==> src/rtl/das_pkg.sv <==
// shared constants, codes and types for the dna allowed symbol selector
// no dependencies; imported by dna_allowed_symbol_selector
package das_pkg;

  localparam int SYM_W     = 2;            // one nucleotide code
  localparam int SYM_NUM   = 32;           // symbols held by the history field
  localparam int HIST_W    = SYM_NUM * SYM_W;
  localparam int HIST_SYMBOLS_DEF = 32;
  localparam int GRP_SIZE  = 8;            // symbols per gc partial count
  localparam int GRP_NUM   = SYM_NUM / GRP_SIZE;
  localparam int GRP_CNT_W = $clog2(GRP_SIZE + 1);
  localparam int GC_W      = 6;            // gc count 0..32
  localparam int LIM_W     = 6;            // width of the limit registers
  localparam int COUNT_W   = 3;            // allowed count 1..4
  localparam int SLOT_NUM  = 4;
  localparam int DATA_W    = 64;
  localparam int ADDR_W    = 6;
  localparam int REG_IDX_W = 3;
  localparam int REG_LSB   = 3;            // 8-byte register stride

  typedef logic [SYM_W-1:0] sym_t;

  localparam sym_t SYM_A = 2'd0;
  localparam sym_t SYM_C = 2'd1;
  localparam sym_t SYM_G = 2'd2;
  localparam sym_t SYM_T = 2'd3;

  localparam logic [LIM_W-1:0] MAX_GC_RST  = 6'd33;
  localparam logic [LIM_W-1:0] MIN_GC_RST  = 6'd0;
  localparam logic [LIM_W-1:0] MAX_RUN_RST = 6'd4;
  localparam logic [LIM_W-1:0] RUN_MIN     = 6'd2;   // a single symbol is no run
  localparam logic [LIM_W-1:0] RUN_CAP     = 6'd32;  // longest run inside the history

  typedef enum logic [REG_IDX_W-1:0] {
    REG_WINDOW_ENABLE  = 3'd0,
    REG_GC_WINDOW_MASK = 3'd1,
    REG_MAX_GC         = 3'd2,
    REG_MIN_GC         = 3'd3,
    REG_MAX_RUN        = 3'd4
  } reg_idx_t;

endpackage

==> src/rtl/dna_allowed_symbol_selector.sv <==
// dna_allowed_symbol_selector: an accepted beat passes the stage 1 and stage 2 registers, and
// out_valid rises when it is loaded into the output register, where the result beat waits to be taken
// throughput one beat per clock unless the result side stalls; three register stages (gc tally / run detect,
// gc sum / run compare, limit compare / slot select) each stall only when full and blocked
// synchronous active-low reset empties the pipeline and loads the register defaults:
// window off, gc mask 0, max_gc 33, min_gc 0, max_run 4
// uses das_pkg
module dna_allowed_symbol_selector #(
  parameter int HISTORY_SYMBOLS = das_pkg::HIST_SYMBOLS_DEF
) (
  input  logic                         clk,
  input  logic                         rst_n,
  // input beat
  input  logic                         in_valid,
  output logic                         in_ready,
  input  logic [das_pkg::HIST_W-1:0]   in_history_code,
  // result beat
  output logic                         out_valid,
  input  logic                         out_ready,
  output logic [das_pkg::COUNT_W-1:0]  out_allowed_count,
  output logic [das_pkg::SYM_W-1:0]    out_allowed_slot_0,
  output logic [das_pkg::SYM_W-1:0]    out_allowed_slot_1,
  output logic [das_pkg::SYM_W-1:0]    out_allowed_slot_2,
  output logic [das_pkg::SYM_W-1:0]    out_allowed_slot_3,
  // register port
  input  logic                         psel,
  input  logic                         penable,
  input  logic                         pwrite,
  input  logic [das_pkg::ADDR_W-1:0]   paddr,
  input  logic [das_pkg::DATA_W-1:0]   pwdata,
  output logic [das_pkg::DATA_W-1:0]   prdata,
  output logic                         pready
);
  import das_pkg::*;

  // ---------------------------------------------------------------
  // configuration registers
  // ---------------------------------------------------------------
  logic              window_enable_r;
  logic [HIST_W-1:0] gc_window_mask_r;
  logic [LIM_W-1:0]  max_gc_r;
  logic [LIM_W-1:0]  min_gc_r;
  logic [LIM_W-1:0]  max_run_r;

  reg_idx_t reg_idx;
  logic     reg_wr;

  assign pready  = 1'b1;
  assign reg_idx = reg_idx_t'(paddr[REG_LSB +: REG_IDX_W]);
  assign reg_wr  = psel && penable && pwrite && pready;

  always_ff @(posedge clk) begin
    if (!rst_n) begin
      window_enable_r  <= 1'b0;
      gc_window_mask_r <= '0;
      max_gc_r         <= MAX_GC_RST;
      min_gc_r         <= MIN_GC_RST;
      max_run_r        <= MAX_RUN_RST;
    end else if (reg_wr) begin
      unique case (reg_idx)
        REG_WINDOW_ENABLE:  window_enable_r  <= pwdata[0];
        REG_GC_WINDOW_MASK: gc_window_mask_r <= pwdata[HIST_W-1:0];
        REG_MAX_GC:         max_gc_r         <= pwdata[LIM_W-1:0];
        REG_MIN_GC:         min_gc_r         <= pwdata[LIM_W-1:0];
        REG_MAX_RUN:        max_run_r        <= pwdata[LIM_W-1:0];
        default: ;  // addresses past the register list are ignored
      endcase
    end
  end

  always_comb begin
    unique case (reg_idx)
      REG_WINDOW_ENABLE:  prdata = DATA_W'(window_enable_r);
      REG_GC_WINDOW_MASK: prdata = DATA_W'(gc_window_mask_r);
      REG_MAX_GC:         prdata = DATA_W'(max_gc_r);
      REG_MIN_GC:         prdata = DATA_W'(min_gc_r);
      REG_MAX_RUN:        prdata = DATA_W'(max_run_r);
      default:            prdata = '0;
    endcase
  end

  // ---------------------------------------------------------------
  // pipeline handshake: a stage takes a beat when empty or draining
  // ---------------------------------------------------------------
  logic s1_valid_r, s2_valid_r;
  logic s1_ready, s2_ready, s3_ready;

  assign s3_ready = !out_valid || out_ready;
  assign s2_ready = !s2_valid_r || s3_ready;
  assign s1_ready = !s1_valid_r || s2_ready;
  assign in_ready = s1_ready;

  // ---------------------------------------------------------------
  // stage 1: per-symbol gc bits in groups of eight, run match flags
  // ---------------------------------------------------------------
  logic [GRP_CNT_W-1:0] s1_grp_cnt_nxt [GRP_NUM];
  logic [SYM_NUM-1:0]   s1_eq_nxt;
  sym_t                 s1_last_nxt;

  logic [GRP_CNT_W-1:0] s1_grp_cnt_r [GRP_NUM];
  logic [SYM_NUM-1:0]   s1_eq_r;
  sym_t                 s1_last_r;

  always_comb begin
    sym_t               sym;
    logic [SYM_NUM-1:0] gc_bit;
    s1_last_nxt = in_history_code[SYM_W-1:0];
    for (int i = 0; i < SYM_NUM; i++) begin
      // symbols past the history read as A
      sym = (i < HISTORY_SYMBOLS) ? in_history_code[SYM_W*i +: SYM_W] : SYM_A;
      // each code bit is masked on its own, so a half mask counts odd codes or upper codes
      gc_bit[i]    = (sym[0] & gc_window_mask_r[SYM_W*i]) ^
                     (sym[1] & gc_window_mask_r[SYM_W*i+1]);
      s1_eq_nxt[i] = (sym == s1_last_nxt);
    end
    for (int g = 0; g < GRP_NUM; g++) begin
      s1_grp_cnt_nxt[g] = '0;
      for (int j = 0; j < GRP_SIZE; j++) begin
        s1_grp_cnt_nxt[g] = s1_grp_cnt_nxt[g] + GRP_CNT_W'(gc_bit[GRP_SIZE*g+j]);
      end
    end
  end

  always_ff @(posedge clk) begin
    if (!rst_n) begin
      s1_valid_r <= 1'b0;
    end else if (s1_ready) begin
      s1_valid_r <= in_valid;
    end
  end

  always_ff @(posedge clk) begin
    if (s1_ready && in_valid) begin
      s1_grp_cnt_r <= s1_grp_cnt_nxt;
      s1_eq_r      <= s1_eq_nxt;
      s1_last_r    <= s1_last_nxt;
    end
  end

  // ---------------------------------------------------------------
  // stage 2: gc total and run length against the run limit
  // ---------------------------------------------------------------
  logic [GC_W-1:0]    s2_gc_nxt;
  logic               s2_run_nxt;
  logic [LIM_W-1:0]   run_thr;
  logic [LIM_W-1:0]   run_span;
  logic [SYM_NUM-1:0] run_need;

  logic [GC_W-1:0]    s2_gc_r;
  logic               s2_run_r;
  sym_t               s2_last_r;

  always_comb begin
    s2_gc_nxt = '0;
    for (int g = 0; g < GRP_NUM; g++) begin
      s2_gc_nxt = s2_gc_nxt + GC_W'(s1_grp_cnt_r[g]);
    end
    // limits below two act as two
    run_thr  = (max_run_r < RUN_MIN) ? RUN_MIN : max_run_r;
    run_span = (run_thr > RUN_CAP) ? RUN_CAP : run_thr;
    // positions 1..span-1 must all repeat the newest symbol
    for (int i = 0; i < SYM_NUM; i++) begin
      run_need[i] = (i != 0) && (LIM_W'(i) < run_span);
    end
    // a run longer than the history only exists for A, which the zero fill extends
    s2_run_nxt = (&(s1_eq_r | ~run_need)) &&
                 ((run_thr <= RUN_CAP) || (s1_last_r == SYM_A));
  end

  always_ff @(posedge clk) begin
    if (!rst_n) begin
      s2_valid_r <= 1'b0;
    end else if (s2_ready) begin
      s2_valid_r <= s1_valid_r;
    end
  end

  always_ff @(posedge clk) begin
    if (s2_ready && s1_valid_r) begin
      s2_gc_r   <= s2_gc_nxt;
      s2_run_r  <= s2_run_nxt;
      s2_last_r <= s1_last_r;
    end
  end

  // ---------------------------------------------------------------
  // stage 3: gc limits and slot selection into the output register
  // ---------------------------------------------------------------
  logic [COUNT_W-1:0] cnt_nxt;
  sym_t               slot_nxt [SLOT_NUM];

  logic               out_valid_r;
  logic [COUNT_W-1:0] cnt_r;
  sym_t               slot_r [SLOT_NUM];

  always_comb begin
    cnt_nxt     = 3'd4;
    slot_nxt[0] = SYM_A;
    slot_nxt[1] = SYM_C;
    slot_nxt[2] = SYM_G;
    slot_nxt[3] = SYM_T;
    if (window_enable_r) begin
      if (GC_W'(s2_gc_r) >= max_gc_r) begin
        // high gc: A and T only, the max test wins over the min test
        slot_nxt[2] = SYM_A;
        slot_nxt[3] = SYM_A;
        if (s2_run_r && s2_last_r == SYM_A) begin
          cnt_nxt     = 3'd1;
          slot_nxt[0] = SYM_T;
          slot_nxt[1] = SYM_A;
        end else if (s2_run_r && s2_last_r == SYM_T) begin
          cnt_nxt     = 3'd1;
          slot_nxt[0] = SYM_A;
          slot_nxt[1] = SYM_A;
        end else begin
          cnt_nxt     = 3'd2;
          slot_nxt[0] = SYM_A;
          slot_nxt[1] = SYM_T;
        end
      end else if (s2_gc_r <= min_gc_r) begin
        // low gc: C and G only
        slot_nxt[2] = SYM_A;
        slot_nxt[3] = SYM_A;
        if (s2_run_r && s2_last_r == SYM_C) begin
          cnt_nxt     = 3'd1;
          slot_nxt[0] = SYM_G;
          slot_nxt[1] = SYM_A;
        end else if (s2_run_r && s2_last_r == SYM_G) begin
          cnt_nxt     = 3'd1;
          slot_nxt[0] = SYM_C;
          slot_nxt[1] = SYM_A;
        end else begin
          cnt_nxt     = 3'd2;
          slot_nxt[0] = SYM_C;
          slot_nxt[1] = SYM_G;
        end
      end else if (s2_run_r) begin
        // drop the repeated symbol, keep the rest in code order
        cnt_nxt     = 3'd3;
        slot_nxt[0] = (s2_last_r == SYM_A) ? SYM_C : SYM_A;
        slot_nxt[1] = (s2_last_r == SYM_A || s2_last_r == SYM_C) ? SYM_G : SYM_C;
        slot_nxt[2] = (s2_last_r == SYM_T) ? SYM_G : SYM_T;
        slot_nxt[3] = SYM_A;
      end
    end
  end

  always_ff @(posedge clk) begin
    if (!rst_n) begin
      out_valid_r <= 1'b0;
    end else if (s3_ready) begin
      out_valid_r <= s2_valid_r;
    end
  end

  always_ff @(posedge clk) begin
    if (s3_ready && s2_valid_r) begin
      cnt_r  <= cnt_nxt;
      slot_r <= slot_nxt;
    end
  end

  assign out_valid          = out_valid_r;
  assign out_allowed_count  = cnt_r;
  assign out_allowed_slot_0 = slot_r[0];
  assign out_allowed_slot_1 = slot_r[1];
  assign out_allowed_slot_2 = slot_r[2];
  assign out_allowed_slot_3 = slot_r[3];

endmodule

==> config.mk <==
export PLATFORM = sky130hd
export DESIGN_NAME = dna_allowed_symbol_selector
export DESIGN_NICKNAME = d
export VERILOG_FILES = /design/src/rtl/das_pkg.sv /design/src/rtl/dna_allowed_symbol_selector.sv
export SDC_FILE = /design/constraint.sdc
export NUM_CORES = 1
export LEC_CHECK = 0
export ABC_CLOCK_PERIOD_IN_PS = 11300
export BUFFER_PORTS_ARGS = -buffer_cell sky130_fd_sc_hd__buf_2
export CORE_UTILIZATION = 55
export CTS_CLUSTER_SIZE = 40
export DETAILED_ROUTE_END_ITERATION = 8
export PLACE_DENSITY = 0.81
export REMOVE_ABC_BUFFERS = 1
export SKIP_CTS_REPAIR_TIMING = 1
export SLEW_MARGIN = 25
export SYNTH_ARGS = -nofsm -noshare
export SYNTH_HDL_FRONTEND = slang
export SYNTH_SLANG_ARGS = --single-unit
==> constraint.sdc <==
create_clock -name clk -period 11.3 [get_ports clk]
set_clock_uncertainty 0.1 [all_clocks]
set_input_delay 0.565 -clock clk [delete_from_list [all_inputs] [get_ports clk]]
set_output_delay 0.565 -clock clk [all_outputs]
set_load 0.02 [all_outputs]
### Word level (Yosys, flattened, before mapping)

Index checks and enable logic that the tools add are counted.

| word-level totals | value |
|---|---|
| register bits | 155 |
| bits in latches | 0 |
| memory bits (writable) | 0 |
| ROM bits | 0 |
| bits of input ports | 141 |
| output and inout bits | 78 |
| word-level logic and storage cells | 276 |
| memories | 0 |

| cells by class | value |
|---|---|
| $add $sub $neg | 31 |
| multipliers | 0 |
| div/mod/pow operators | 0 |
| magnitude comparators | 36 |
| eq/ne operators | 38 |
| shifts and indexed selects | 0 |
| muxes and demuxes | 20 |
| bitwise logic cells | 100 |
| reductions and logical operators | 28 |

Operators by type and width:

| cell | number |
|---|---|
| $pmux 64 s5 | 1 |
| $lt 5x6->1 const A | 16 |
| $add 4x1->4 | 16 |
| $and 1x1->1 | 64 |
| $eq 2x2->1 | 31 |
| $lt 4x6->1 const A | 8 |
| $not 32->32 | 1 |
| $or 32x32->32 | 1 |
| $reduce_and 32->1 | 1 |
| $xor 1x1->1 | 32 |
| $lt 3x6->1 const A | 4 |
| $add 3x1->4 | 4 |
| $mux 8 | 2 |
| $mux 2 | 7 |
| $add 2x1->3 | 4 |
| $lt 2x6->1 const A | 2 |
| $mux 6 | 2 |
| $logic_and 1x1->1 | 10 |
| $reduce_and 2->1 | 5 |
| $mux 3 | 3 |
| $add 1x1->2 | 4 |
| $mux 4 | 2 |
| $mux 7 | 1 |
| $add 5x4->6 | 1 |
| 20 further kinds | 31 |

### Longest topological paths before layout

Gate-level depths: netlist of the first run.

| logic depth | value |
|---|---|
| word-level depth | 9 |
| depth in mapped cells | 10 |
| depth with buffers taken out | 10 |

### Worst setup path before layout of the first run

OpenSTA, ideal clock, no wires.

| path | value |
|---|---|
| path kind | input to register |
| start point | in out_ready |
| end point | reg s1_eq_r[10] (enable) |
| library setup time | 0.485 ns |
| data arrival time | 3.163 ns |
| required time | 10.715 ns |
| slack | 7.552 ns |
| stages | 2 |
| path buffers | 0 |
| cell sequence | nor2b_1 -> a31oi_1 |

| between the ends | value |
|---|---|
| longest elaborated chain between the ends | 4 |

RTL lines:

| item | line | text |
|---|---|---|
| start: declaration | dna_allowed_symbol_selector.sv:19 | `input logic out_ready,` |
| $logic_or 1x1->1 | dna_allowed_symbol_selector.sv:88 | `assign s3_ready = !out_valid \|\| out_ready;` |
| $logic_or 1x1->1 | dna_allowed_symbol_selector.sv:89 | `assign s2_ready = !s2_valid_r \|\| s3_ready;` |
| $logic_or 1x1->1 | dna_allowed_symbol_selector.sv:90 | `assign s1_ready = !s1_valid_r \|\| s2_ready;` |
| $logic_and 1x1->1 | dna_allowed_symbol_selector.sv:133 | `if (s1_ready && in_valid) begin` |
| end signal: assignment | dna_allowed_symbol_selector.sv:135 | `s1_eq_r <= s1_eq_nxt;` |
| end: declaration | dna_allowed_symbol_selector.sv:101 | `logic [SYM_NUM-1:0] s1_eq_r;` |

Every way passes these cells.
A chain may end at the register's enable or synchronous reset.

==> results of run 1 <==
## placed cells by master (no fill, tap or decap), types with 12 or more instances in the layout
cell / instances
nand3_1: 21
nand2_1: 218
and2_1: 58
edfxtp_1: 67
a21boi_0: 57
ha_1: 29
buf_2: 214
mux2i_1: 12
nor2b_1: 18
a21boi_1: 20
xor2_1: 83
fa_1: 24
xnor2_1: 19
inv_1: 40
o21ai_0: 13
a21oi_1: 23
clkbuf_16: 19
nor2_1: 42
dfxtp_1: 86
## sequential cells by signal, indices dropped and copies added, names as in the netlist
| register | count |
|---|---|
| s2_valid_r | 1 |
| max_gc_r | 6 |
| gc_window_mask_r | 64 |
| out_allowed_count | 2 |
| s1_eq_r | 31 |
| s2_last_r | 2 |
| window_enable_r | 1 |
| out_allowed_slot_2 | 2 |
| s1_grp_cnt_r | 16 |
| out_valid | 1 |
| s1_valid_r | 1 |
| s2_run_r | 1 |
| s2_gc_r | 6 |
| min_gc_r | 6 |
| out_allowed_slot_1 | 2 |
| max_run_r | 6 |
| out_allowed_slot_0 | 2 |
| out_allowed_slot_3 | 1 |
| s1_last_r | 2 |
## power breakdown
part	total (mW)	switching, mW	internal [mW]	leakage, nW
clock network	0.579	0.220	0.359	0.305
logic	0.136	0.0759	0.0599	2.79
registers	0.618	0.0141	0.604	1.34
## worst min path at each step
stage / start / to / slack [ns] / cells past startpoint
2_1_floorplan: s1_last_r[1]$_DFFE_PP_ / s2_last_r[1]$_DFFE_PP_ / 0.33 / 0
3_3_place_gp: s1_last_r[1]$_DFFE_PP_ / s2_last_r[1]$_DFFE_PP_ / 0.33 / 0
3_5_place_dp: s1_last_r[1]$_DFFE_PP_ / s2_last_r[1]$_DFFE_PP_ / 0.34 / 0
4_1_cts: pwdata[54] / gc_window_mask_r[54]$_SDFFE_PN0P_ / 0.26 / 3
5_1_grt: pwdata[58] / gc_window_mask_r[58]$_SDFFE_PN0P_ / 0.27 / 3
6_report: pwdata[54] / gc_window_mask_r[54]$_SDFFE_PN0P_ / 0.28 / 3
## routing by layer
| layer | routed length (um) | vias to the layer above | global-route usage, % |
|---|---|---|---|
| met5 | 0 | - | 0 |
| met4 | 537 | 0 | 11.1 |
| met3 | 1360 | 38 | 5.99 |
| met2 | 10000 | 267 | 43.5 |
| met1 | 8450 | 3431 | 30.5 |
| li1 | - | 3578 | - |
## critical path, stage by stage (launching register included)
cell and delay (ns):
dfxtp_1 0.35, nand2_1 0.07, xnor2_1 0.24, fa_1 0.49, fa_1 0.52, fa_1 0.54
inv_1 0.04, ha_1 0.21, fa_1 0.38, xor2_1 0.15
## metrics by stage
step	power, mW	setup slack [ns]
finish	1.33	7.95
global route	1.38	7.79
CTS	1.34	7.94
detailed placement	0.765	7.63
global placement	0.760	7.67
floorplan	0.697	7.55
## final cells by class
| type | instances | area [um2] | area share (%) |
|---|---|---|---|
| Clock buffer | 27 | 556 | 5.21 |
| Clock inverter | 5 | 52.6 | 0.493 |
| Inverter | 40 | 150 | 1.41 |
| Multi-Input combinational cell | 719 | 4770 | 44.7 |
| Sequential cell | 153 | 3730 | 35.0 |
| Tap cell | 216 | 270 | 2.53 |
| Timing Repair Buffer | 222 | 1130 | 10.6 |
## kinds of logic (layout without fill, tap and decap cells)
group,Yosys count,after routing,share of synthesized area (%)
AOI/OAI and AO/OA,159,159,12.3
muxes,13,13,1.48
adders and majority gates,53,53,9.51
and+or+nand+nor,391,391,20.1
other,1,1,0.0423
xor gates and xnor gates,102,102,10.1
buffers and inverters,93,294,4.37
DFF,153,153,42.1
==> flow_summary.ini, run 1 <==
[outcome]
status = completed

[logic_synthesis]
synthTopCellsByCount = nand2_1, dfxtp_1, xor2_1
synth_flop_cell = dfxtp_1
synth.top_cells.by_area = edfxtp_1, dfxtp_1, nand2_1
post-synth-top-count-cell = nand2_1
synth_top_cell_area_share_pct = 22.7
async_reset_ff_share_pct = 0
synth_area_per_cell_um2 = 9.19
ys_warn_count = 0
yosysTopAreaCell = edfxtp_1
synth_cell_types = 58
synth_edf_count = 67
ys_ff_latch = 153
netlist_instances = 965
synth_area_um2 = 8870
ys_seq_area_share_pct = 42.1

[routing]
viasPerCell = 5.29
drt-initial-drc-count = 414
wl_mm = 20.4
ant_nets = 0
wire_per_inst_um = 14.7
dr.pass1.iters = 5
vias = 7314
drcViolationCount = 0

[final_layout]
nets = 1347
final_util_pct = 67.4
fin_cells = 1382
antenna_cells = 0
nFillCells = 1290
final_area_um2 = 10700
drive_gt1_share_pct = 22.4
area_delta_synth_final_pct = 20.2

[placement]
place.gp.congestion = 0.898
post-place-cells = 1350
dpl.hpwl_mm = 14.4
numPortBuffers = 214
placed_area_um2 = 10100

[timing]
fin_tns_setup_ns = 0
finalSetupViolations = 0
rsz0062_at_grt = false
hold_viol = 0
post-route-period-util_pct = 29.6
holdWs_ns = 0.278
slew_headroom_pct = 47.5
drv_slew = 0
worst_pin_slew_ns = 0.784
timing.final.crit_period_ns = 3.35
fmax_ghz = 0.299

[setup_path]
cp_max_fo = 3
end_kind = flop
critPathLaunchType = flop
cp.arrival_ns = 3.42
reg2reg_setup_slack_ns = 7.95
crit_start = gc_window_mask_r[25]$_SDFFE_PN0P_
worstSetupPathType = flop to flop
crit_required_ns = 11.37
rr_worst_depth = 9
reg2reg_from = gc_window_mask_r[25]$_SDFFE_PN0P_
crit_path_end = s1_grp_cnt_r[10]$_DFFE_PP_
worstReg2RegEnd = s1_grp_cnt_r[10]$_DFFE_PP_

[power]
p_leak_nw = 4.43
power.density_nw_per_um2 = 125
ir_drop_uv = 104

[clock_tree]
cts_max_level = 4
cts.clk_slew.worst_paths_ns = 0.06
cts_inserted_buffers = 17
clockBufferDepth = 2
cts.sinks = 153
clk_latency_ns = 0.42
cts_tree = yes
root_buffer = clkbuf_16

[die]
die_area_um2 = 16600
fp.dieH_um = 129
ioPinCount = 219
die_w_um = 129
core-area_um2 = 15800
start_util_pct = 56.0
fp-row-count = 46

[global_routing]
grt_first_pass_wirelength_mm = 32.9
grt_pass1_vias = 7077
grt_max_degree = 87
grt_usage_pct = 25.4
antenna_found_initial = 0
grt_overflow = 0

[job]
max_cap_viol_count = 0

[min_path]
hp-class = input port to flop
No activity file was read; power rests on OpenSTA's default activity.
==> run 2: changes to the inputs <==
- ABC_CLOCK_PERIOD_IN_PS: 11300 -> 3400
- CORE_UTILIZATION: 55 -> 54
- PLACE_DENSITY: 0.81 -> 0.8
- clock period: 11.3 -> 3.4 ns (I/O delays scaled with it)
==> flow_summary.ini, run 2 (synthesis results as in run 1) <==
[timing]
fmax_ghz = 0.302
post-route-period-util_pct = 97.5
finalSetupViolations = 0
setup_ws_ns = 0.0845
hold_viol = 1
worst_pin_slew_ns = 0.796
fin_tns_setup_ns = 0
holdWs_ns = -0.00933
rsz0062_at_grt = true
drv_slew = 0
timing.final.crit_period_ns = 3.32
slew_headroom_pct = 46.9

[clock_tree]
clk_latency_ns = 0.42
cts_inserted_buffers = 17
root_buffer = clkbuf_16
cts.clk_slew.worst_paths_ns = 0.06
cts_tree = yes
clockBufferDepth = 2
cts.sinks = 153
cts_max_level = 4

[final_layout]
antenna_cells = 0
largest_reg_flops = 64
mostFrequentLayoutCell = nand2_1
final_area_um2 = 11300
final_cell_mix = nand2_1, buf_2, dfxtp_1
area_delta_synth_final_pct = 27.8
nets = 1414
largest_register = gc_window_mask_r
reg.largest.list = gc_window_mask_r (64), s1_eq_r (31), s1_grp_cnt_r (16)
drive_gt1_share_pct = 21.8

[routing]
vias = 7542
wl_met2_mm = 11.1
dr.pass1.iters = 5
drcViolationCount = 0
drt-initial-drc-count = 392
wl_mm = 21.8
dr_wl_met3_mm = 1.13
wl_met1_mm = 9.23
wire_per_inst_um = 15.1
ant_nets = 0
highest_layer = met4
viasPerCell = 5.20

[global_routing]
grt_max_degree = 65
grt_usage_pct = 24.8
grt_pass1_vias = 6707
grt_overflow = 0
antenna_found_initial = 0
grt_first_pass_wirelength_mm = 32.1

[placement]
place.gp.congestion = 0.882
dp_slack_ns = 0.0344
placed_area_um2 = 10100
dpl.hpwl_mm = 14.9
numPortBuffers = 214

[setup_path]
worstSetupPathType = flop to flop
rr_worst_depth = 9
critPathLaunchType = flop
end_kind = flop
cp.arrival_ns = 3.39
cp_max_fo = 3
crit_required_ns = 3.48

[power]
ir_drop_uv = 348
p_leak_nw = 4.71
power.density_nw_per_um2 = 385

[job]
max_cap_viol_count = 0

[die]
fp-row-count = 46
die_area_um2 = 16900
ioPinCount = 219
fp.dieH_um = 130
die_w_um = 130
start_util_pct = 55.6
core-area_um2 = 15900

[outcome]
status = finished with violations
violations = negative hold slack

[min_path]
holdPathStages = 3
hp-class = input port to flop
run 2: cell count changes in the layout (fill, tap and decap cells not counted), moves of 2 or more:
cell           change
xor2_2             +2
xnor2_2            +3
xnor2_1            -3
dfxtp_2            +2
dfxtp_1            -2
clkinv_2           +2
xor2_1             -2
dlygate4sd3_1     +66
run 2: power by group:
group | switching (mW) | internal (mW)
logic | 0.266 | 0.249
clock network | 0.743 | 1.05
registers | 0.0486 | 2.01
total | 1.06 | 3.31
run 2: final timing paths:
path                                      from                   endpoint  slack (ns)
max          gc_window_mask_r[49]$_SDFFE_PN0P_  s1_grp_cnt_r[1]$_DFFE_PP_        0.08
min                        in_history_code[18]       s1_eq_r[9]$_DFFE_PP_      -0.009
max reg2reg  gc_window_mask_r[49]$_SDFFE_PN0P_  s1_grp_cnt_r[1]$_DFFE_PP_        0.08
min reg2reg             s1_last_r[0]$_DFFE_PP_     s2_last_r[0]$_DFFE_PP_        0.36
run 2: through the flow:
step / std cells / util [%] / power (mW)
2_1_floorplan: 912 / - / 2.32
3_3_place_gp: 1351 / 63.2 / 2.53
3_5_place_dp: 1351 / 63.2 / 2.55
4_1_cts: 1383 / 66.7 / 4.33
5_1_grt: 1449 / 71.1 / 4.53
6_report: 1449 / 71.1 / 4.36
run 2: final cells by class:
type / instances / area, um2
Multi-Input combinational cell: 719 / 4810
Clock buffer: 25 / 517
Timing Repair Buffer: 289 / 1810
Tap cell: 216 / 270
Inverter: 40 / 150
Fill cell: 1188 / 4610
Clock inverter: 7 / 38.8
Sequential cell: 153 / 3740
run 2: worst max-delay path, cell delays in order (launching register included):
cell	delay [ns]
dfxtp_2	0.33
nand2_1	0.08
xor2_2	0.19
fa_1	0.58
fa_1	0.46
fa_1	0.56
ha_1	0.17
inv_1	0.06
fa_2	0.51
inv_1	0.04
run 2: routing by layer:
metal  GRT usage (%)  vias to the layer above
li1                -                     3712
met2            42.7                      231
met5               0                        -
met3            5.62                       31
met1            30.7                     3568
met4            8.21                        0
